## src/rtl/udec_pkg.sv

```systemverilog
// Shared types and constants for the unsigned-to-decimal ASCII converter.
// No dependencies; used by udec_cell, udec_ctrl and unsigned_to_decimal_ascii.
`default_nettype none

package udec_pkg;

   localparam int VALUE_W            = 32;
   localparam int BIT_CNT_W          = $clog2(VALUE_W);
   localparam int BCD_W              = 4;
   localparam int DIGIT_CHAR_W       = 6;
   localparam int MAX_DIGITS_DEFAULT = 10;

   localparam logic [DIGIT_CHAR_W-1:0] ASCII_ZERO      = 6'd48;
   localparam logic [BCD_W-1:0]        DABBLE_LIMIT    = 4'd5;
   localparam logic [BCD_W-1:0]        DABBLE_ADJUST   = 4'd3;

   typedef enum logic [1:0] {
      ST_IDLE,
      ST_CONVERT,
      ST_SKIP,
      ST_EMIT
   } state_type;

   typedef struct packed {
      logic clear;
      logic dabble;
      logic advance;
   } cell_ctrl_type;

endpackage

`default_nettype wire

```

## src/rtl/udec_cell.sv

```systemverilog
// One decimal digit cell of the converter chain: add-3 correction and shift
// during conversion, digit hand-off toward the top during output.
// Depends on udec_pkg.
`default_nettype none

module udec_cell (
   input  wire logic                        clock,
   input  wire udec_pkg::cell_ctrl_type     ctrl,
   input  wire logic                        carry_in,
   input  wire logic [udec_pkg::BCD_W-1:0]  digit_in,
   output logic                             carry_out,
   output logic      [udec_pkg::BCD_W-1:0]  digit
);

   import udec_pkg::*;

   logic [BCD_W-1:0] digit_ff;
   logic [BCD_W-1:0] digit_in_next;
   logic [BCD_W-1:0] adjusted;

   always_comb begin
      adjusted = (digit_ff >= DABBLE_LIMIT) ? digit_ff + DABBLE_ADJUST : digit_ff;
   end

   assign carry_out = adjusted[BCD_W-1];
   assign digit     = digit_ff;

   always_comb begin
      digit_in_next = digit_ff;
      if (ctrl.clear) begin
         digit_in_next = '0;
      end else if (ctrl.dabble) begin
         digit_in_next = {adjusted[BCD_W-2:0], carry_in};
      end else if (ctrl.advance) begin
         digit_in_next = digit_in;
      end
   end

   always_ff @(posedge clock) begin
      digit_ff <= digit_in_next;
   end

endmodule

`default_nettype wire

```

## src/rtl/udec_ctrl.sv

```systemverilog
// Sequencer for the converter: feeds value bits into the digit chain, skips
// leading zeros and paces the digits out. Depends on udec_pkg.
`default_nettype none

module udec_ctrl #(
   parameter int MAX_DIGITS = udec_pkg::MAX_DIGITS_DEFAULT
) (
   input  wire logic                          clock,
   input  wire logic                          reset,
   input  wire logic                          req_valid,
   output logic                               req_ready,
   input  wire logic [udec_pkg::VALUE_W-1:0]  req_value,
   output logic                               rsp_valid,
   input  wire logic                          rsp_ready,
   output logic                               rsp_last,
   input  wire logic                          top_zero,
   input  wire logic                          top_carry,
   output udec_pkg::cell_ctrl_type            cell_ctrl,
   output logic                               serial_bit
);

   import udec_pkg::*;

   localparam int REM_W = $clog2(MAX_DIGITS + 1);

   state_type                state_ff, state_in;
   logic [VALUE_W-1:0]       value_ff, value_in;
   logic [BIT_CNT_W-1:0]     bit_cnt_ff, bit_cnt_in;
   logic [REM_W-1:0]         remaining_ff, remaining_in;
   logic                     sticky_ff, sticky_in;
   logic                     bits_done;
   logic                     skip_more;

   assign bits_done  = (bit_cnt_ff == BIT_CNT_W'(VALUE_W - 1));
   assign skip_more  = !sticky_ff && top_zero && (remaining_ff > REM_W'(1));
   assign serial_bit = value_ff[VALUE_W-1];

   // next state
   always_comb begin
      state_in = state_ff;
      case (state_ff)
         ST_IDLE: begin
            if (req_valid) state_in = ST_CONVERT;
         end
         ST_CONVERT: begin
            if (bits_done) state_in = ST_SKIP;
         end
         ST_SKIP: begin
            if (!skip_more) state_in = ST_EMIT;
         end
         ST_EMIT: begin
            if (rsp_ready && rsp_last) state_in = ST_IDLE;
         end
         default: state_in = ST_IDLE;
      endcase
   end

   // outputs
   always_comb begin
      req_ready         = 1'b0;
      rsp_valid         = 1'b0;
      rsp_last          = 1'b0;
      cell_ctrl.clear   = 1'b0;
      cell_ctrl.dabble  = 1'b0;
      cell_ctrl.advance = 1'b0;
      case (state_ff)
         ST_IDLE: begin
            req_ready       = 1'b1;
            cell_ctrl.clear = req_valid;
         end
         ST_CONVERT: begin
            cell_ctrl.dabble = 1'b1;
         end
         ST_SKIP: begin
            cell_ctrl.advance = skip_more;
         end
         ST_EMIT: begin
            rsp_valid         = 1'b1;
            rsp_last          = (remaining_ff == REM_W'(1));
            cell_ctrl.advance = rsp_ready;
         end
         default: begin
            req_ready = 1'b0;
         end
      endcase
   end

   // datapath registers
   always_comb begin
      value_in     = value_ff;
      bit_cnt_in   = bit_cnt_ff;
      remaining_in = remaining_ff;
      sticky_in    = sticky_ff;
      case (state_ff)
         ST_IDLE: begin
            if (req_valid) begin
               value_in   = req_value;
               bit_cnt_in = '0;
               sticky_in  = 1'b0;
            end
         end
         ST_CONVERT: begin
            value_in   = {value_ff[VALUE_W-2:0], 1'b0};
            bit_cnt_in = bit_cnt_ff + BIT_CNT_W'(1);
            sticky_in  = sticky_ff | top_carry;
            if (bits_done) remaining_in = REM_W'(MAX_DIGITS);
         end
         ST_SKIP: begin
            if (skip_more) remaining_in = remaining_ff - REM_W'(1);
         end
         ST_EMIT: begin
            if (rsp_ready) remaining_in = remaining_ff - REM_W'(1);
         end
         default: begin
            value_in = value_ff;
         end
      endcase
   end

   always_ff @(posedge clock) begin
      if (reset) begin
         state_ff     <= ST_IDLE;
         remaining_ff <= '0;
         bit_cnt_ff   <= '0;
         sticky_ff    <= 1'b0;
      end else begin
         state_ff     <= state_in;
         remaining_ff <= remaining_in;
         bit_cnt_ff   <= bit_cnt_in;
         sticky_ff    <= sticky_in;
      end
   end

   always_ff @(posedge clock) begin
      value_ff <= value_in;
   end

   a_accept_starts: assert property (@(posedge clock) disable iff (reset)
      (req_valid && req_ready) |=> (state_ff == ST_CONVERT) && (bit_cnt_ff == '0))
      else $error("accepted item did not start conversion");

   a_emit_count: assert property (@(posedge clock) disable iff (reset)
      rsp_valid |-> (remaining_ff != '0) && (remaining_ff <= REM_W'(MAX_DIGITS)))
      else $error("digit count out of range while emitting");

   a_last_frees: assert property (@(posedge clock) disable iff (reset)
      (rsp_valid && rsp_ready && rsp_last) |=> req_ready)
      else $error("block not free after last digit");

   a_cell_ctrl: assert property (@(posedge clock) disable iff (reset)
      $onehot0({cell_ctrl.clear, cell_ctrl.dabble, cell_ctrl.advance}))
      else $error("conflicting cell controls");

   a_convert_len: assert property (@(posedge clock) disable iff (reset)
      (state_ff == ST_CONVERT && bits_done) |=> (state_ff == ST_SKIP)
         && (remaining_ff == REM_W'(MAX_DIGITS)))
      else $error("conversion did not hand over to digit output");

endmodule

`default_nettype wire

```

## src/rtl/unsigned_to_decimal_ascii.sv

```systemverilog
// Top level of the unsigned-to-decimal ASCII converter: sequencer plus a chain
// of MAX_DIGITS digit cells. Depends on udec_pkg, udec_cell and udec_ctrl.
//
//   channel | ports                               | dir | moves
//   req     | req_valid req_ready req_value       | in  | one 32-bit value per item
//   rsp     | rsp_valid rsp_ready rsp_digit_char  | out | one ASCII digit per item,
//           | rsp_last                            |     | most significant first
//
// An accepted value enters the digit chain one value bit per cycle, then leading
// zeros are dropped one per cycle, then one digit leaves per cycle while rsp_ready
// is high. Leading zeros and digits add up to MAX_DIGITS.
// A new value is taken only in the idle cycle after the last digit leaves.
// Reset returns the sequencer to idle; cells are cleared when a value is taken.
`default_nettype none

module unsigned_to_decimal_ascii #(
   parameter int MAX_DIGITS = udec_pkg::MAX_DIGITS_DEFAULT
) (
   input  wire logic                               clock,
   input  wire logic                               reset,
   input  wire logic                               req_valid,
   output logic                                    req_ready,
   input  wire logic [udec_pkg::VALUE_W-1:0]       req_value,
   output logic                                    rsp_valid,
   input  wire logic                               rsp_ready,
   output logic      [udec_pkg::DIGIT_CHAR_W-1:0]  rsp_digit_char,
   output logic                                    rsp_last
);

   import udec_pkg::*;

   cell_ctrl_type    cell_ctrl;
   logic             serial_bit;
   logic [BCD_W-1:0] digits [MAX_DIGITS];
   logic             carries [MAX_DIGITS];

   udec_ctrl #(
      .MAX_DIGITS (MAX_DIGITS)
   ) u_ctrl (
      .clock      (clock),
      .reset      (reset),
      .req_valid  (req_valid),
      .req_ready  (req_ready),
      .req_value  (req_value),
      .rsp_valid  (rsp_valid),
      .rsp_ready  (rsp_ready),
      .rsp_last   (rsp_last),
      .top_zero   (digits[MAX_DIGITS-1] == '0),
      .top_carry  (carries[MAX_DIGITS-1]),
      .cell_ctrl  (cell_ctrl),
      .serial_bit (serial_bit)
   );

   for (genvar i = 0; i < MAX_DIGITS; i++) begin : g_cell
      if (i == 0) begin : g_first
         udec_cell u_cell (
            .clock     (clock),
            .ctrl      (cell_ctrl),
            .carry_in  (serial_bit),
            .digit_in  ('0),
            .carry_out (carries[i]),
            .digit     (digits[i])
         );
      end else begin : g_rest
         udec_cell u_cell (
            .clock     (clock),
            .ctrl      (cell_ctrl),
            .carry_in  (carries[i-1]),
            .digit_in  (digits[i-1]),
            .carry_out (carries[i]),
            .digit     (digits[i])
         );
      end
   end

   assign rsp_digit_char = ASCII_ZERO + {{(DIGIT_CHAR_W-BCD_W){1'b0}}, digits[MAX_DIGITS-1]};

endmodule

`default_nettype wire

```

## config.mk

```make
export PLATFORM = sky130hd
export DESIGN_NAME = unsigned_to_decimal_ascii
export DESIGN_NICKNAME = d
export VERILOG_FILES = /design/src/rtl/udec_pkg.sv /design/src/rtl/udec_cell.sv /design/src/rtl/udec_ctrl.sv /design/src/rtl/unsigned_to_decimal_ascii.sv
export SDC_FILE = /design/constraint.sdc
export NUM_CORES = 1
export LEC_CHECK = 0
export BUFFER_PORTS_ARGS = -buffer_cell sky130_fd_sc_hd__buf_4
export CORE_MARGIN = 4
export CORE_UTILIZATION = 50
export DETAILED_ROUTE_END_ITERATION = 16
export PLACE_DENSITY = 0.69
export SKIP_CTS_REPAIR_TIMING = 1
export SLEW_MARGIN = 5
export SYNTH_ARGS = -nofsm -noshare
export SYNTH_HDL_FRONTEND = slang
export SYNTH_SLANG_ARGS = --single-unit
```

## constraint.sdc

```tcl
create_clock -name clock -period 5.6 [get_ports clock]
set_input_delay 1.4 -clock clock [delete_from_list [all_inputs] [get_ports clock]]
set_output_delay 1.4 -clock clock [all_outputs]
set_load 0.03 [all_outputs]
```

==> reports/metrics.cfg <==
[min_path]
worst_hold_path.endpoint = u_ctrl.bit_cnt_ff[4]$_SDFFE_PP0P_
hp-start = u_ctrl.bit_cnt_ff[4]$_SDFFE_PP0P_
hold_path_class = reg2reg
min_path_cells = 2

[global_route]
grt_max_degree = 68
grt_util_all_layers = 0.169
grt_pass1_wl_mm = 15.9
grt_pass1_vias = 3602
overflow = 0
antenna_found_initial = 0

[detailed_routing]
vias = 3729
ant_nets = 0
finalWirelength_mm = 9.17
post_drt_via_cell_ratio = 5.56
wire_per_inst_um = 13.7
drtPass1Iterations = 5
drc = 0
drtIter0Drc = 209

[pwr]
p_per_area_nw_per_um2 = 580
p_leak_nw = 2.04
peakVddDrop_v = 0.000293

[die]
ioPinCount = 45
die_x_um = 107
start_util = 0.520
fp.dieH_um = 107
rows = 35
core_um2 = 9330
dieArea_um2 = 11300

[critical_path]
required_ns = 5.56
critPathKind = in2reg
rr_endpoint = u_ctrl.value_ff[6]$_DFFE_PP_
crit_path_max_incr_delay_ns = 0.92
r2r_slack_ns = 2.89
critical_path.top_delay_family = buffers and inverters
cp_slowest_cell = inv_1
arrival_ns = 2.91
reg2reg_depth = 4
critPathBufInv = 2
start_kind = input port
endpoint_kind = flip-flop
crit_chain = buf_4 -> nand2b_1 -> o21ai_1 -> inv_1
worstReg2RegStart = u_ctrl.state_ff[1]$_SDFFE_PP0P_
cp_max_fo = 32

[run]
max-cap-violations = 0

[cells_and_area]
diodes = 0
drive_gt1_frac = 0.173
multi_input_area_um2 = 2610
syn2layout_area_growth_pct = 11.4
layout_common_cells = a21oi_1 (74), dfxtp_1 (52), buf_4 (44)
design_area_um2 = 5410
fill_cells = 846
nNetsFinal = 603
final_util = 0.580
regArea_um2 = 2000
final_common_cell = a21oi_1

[yosys]
syn_area_um2 = 4850
synthAdderAreaFrac = 0.0774
synth_compound_area_frac = 0.165
synth-simple-area-share = 0.129
yosysWarnings = 0
yosysSeqAreaShare = 0.413
ys_types = 41
synth-seq-cells = 84
syn_avg_cell_area_um2 = 9.50
synthXorXnorAreaFrac = 0.0253
synth_cells = 511
synth_top_family_by_area = compound AO/OA/AOI/OAI gates
synth_mux_area_frac = 0.136

[timing]
max_freq_mhz = 338
slew_viol_final = 0
setup_slack_ns = 2.65
setup_viol = 0
clock_skew_ns = 0.0156
tns_ns = 0
rsz0062_at_grt = false
slew_headroom = 0.220
period_share = 0.528
worst_pin_slew_ns = 1.17
hold_violations = 0
min_period_ns = 2.95

[clock_network]
cts.sink_count = 84
tritoncts = built
cts_made_buffers = 9
clk_latency_ns = 0.35
root_buffer = clkbuf_8
htreeDepth = 3
clk_pin_slew_worst_paths_ns = 0.08
clock_path_buffers = 2

[placement]
placed_area_um2 = 5210
place_congestion = 0.870
portBuffers = 42
dp.final_hpwl_mm = 6.04
place_ws_ns = 2.27

[status]
status = finished, final reports clean

## power breakdown
group | internal (mW) | switching (mW)
registers | 0.962 | 0.207
logic | 0.632 | 0.900
clock network | 0.210 | 0.226
## cell usage after synthesis
| master | count | share of area |
|---|---|---|
| conb_1 | 1 | 0.00077 |
| a22oi_2 | 1 | 0.0026 |
| clkbuf_1 | 12 | 0.0093 |
| xnor2_1 | 13 | 0.023 |
| and2_1 | 1 | 0.0013 |
| o2111ai_1 | 6 | 0.011 |
| o41ai_1 | 1 | 0.0018 |
| buf_1 | 2 | 0.0015 |
| nor3_1 | 2 | 0.0021 |
| nor4b_4 | 1 | 0.0049 |
| o21ai_1 | 2 | 0.0021 |
| buf_4 | 8 | 0.012 |
| nor2b_1 | 1 | 0.0013 |
| o211ai_1 | 1 | 0.0015 |
| buf_2 | 8 | 0.0083 |
| or3_1 | 1 | 0.0013 |
| and3_1 | 3 | 0.0039 |
| nor2_1 | 26 | 0.020 |
| a31oi_1 | 4 | 0.0052 |
| edfxtp_1 | 32 | 0.20 |
| nand2b_1 | 19 | 0.024 |
| o311ai_2 | 1 | 0.0034 |
| nand2_1 | 37 | 0.029 |
| a32oi_1 | 8 | 0.014 |
| xor2_1 | 1 | 0.0018 |
| nand4b_1 | 3 | 0.0054 |
| nor3b_1 | 10 | 0.015 |
| nand3b_1 | 3 | 0.0046 |
| a22oi_1 | 2 | 0.0031 |
| inv_1 | 29 | 0.022 |
| o21ai_0 | 33 | 0.034 |
| o31ai_1 | 1 | 0.0015 |
| mux2_2 | 32 | 0.074 |
| dfxtp_1 | 52 | 0.21 |
| a22o_1 | 1 | 0.0018 |
| nand3_1 | 14 | 0.014 |
| ha_1 | 30 | 0.077 |
| mux2i_1 | 30 | 0.062 |
| a211oi_1 | 4 | 0.0062 |
| a21oi_1 | 74 | 0.076 |
| nand4_1 | 1 | 0.0013 |
## cell type report
cell class              count  area share
clock buffers               9      0.0229
clock inverters             7      0.0139
inverters                  29      0.0201
multi-input cells         369       0.482
flip-flops and latches     84       0.370
well taps                 129      0.0299
repair buffers             44      0.0611
## worst register-to-register path, cell delays in order (launching register included)
cell	delay (ns)
dfxtp_1	0.35
inv_1	0.21
ha_4	0.50
o21ai_1	0.32
inv_1	0.93
## metrics by stage
stage	hold slack [ns]	std cells	power (mW)
2_1_floorplan	0.460	512	2.41
3_3_place_gp	0.490	655	2.66
3_5_place_dp	0.506	655	2.72
4_1_cts	0.527	671	3.16
5_1_grt	0.541	671	3.43
6_report	0.517	671	3.14
## sequential cells by signal, summed over array words and instances (netlist names)
name and flops:
u_ctrl.value_ff 32, u_ctrl.state_ff 2, g_cell.g_rest.u_cell.digit 36, u_ctrl.sticky_ff 1, u_ctrl.remaining_ff 4, u_ctrl.bit_cnt_ff 5, g_cell.g_first.u_cell.digit 4
## layer usage
layer,GRT usage,up-vias,part of all wire
li1,-,1885,-
met1,0.211,1772,0.45
met2,0.293,61,0.49
met3,0.0443,11,0.040
met4,0.0420,0,0.010
met5,0,-,0
## worst max path at each step
stage,cells past startpoint,endpoint,start,slack (ns)
after global routing,4,u_ctrl.value_ff[0]$_SDFFCE_PP0P_,req_valid,2.50
after CTS,4,u_ctrl.value_ff[6]$_DFFE_PP_,req_valid,2.64
after global placement,4,u_ctrl.value_ff[24]$_DFFE_PP_,req_valid,2.35
after detailed placement,4,u_ctrl.value_ff[22]$_DFFE_PP_,req_valid,2.27
after floorplan,3,u_ctrl.value_ff[0]$_SDFFCE_PP0P_,req_valid,2.77
final,4,u_ctrl.value_ff[6]$_DFFE_PP_,req_valid,2.65
## cell families after synthesis
kind of cell,after synthesis
XOR/XNOR,14
AND/OR/NAND/NOR,122
flip-flops,84
adder cells (fa/ha/maj),30
buffers and inverters,59
multiplexers,62
other,1
AO/OA/AOI/OAI,139
(Power assumes the default switching activity.)
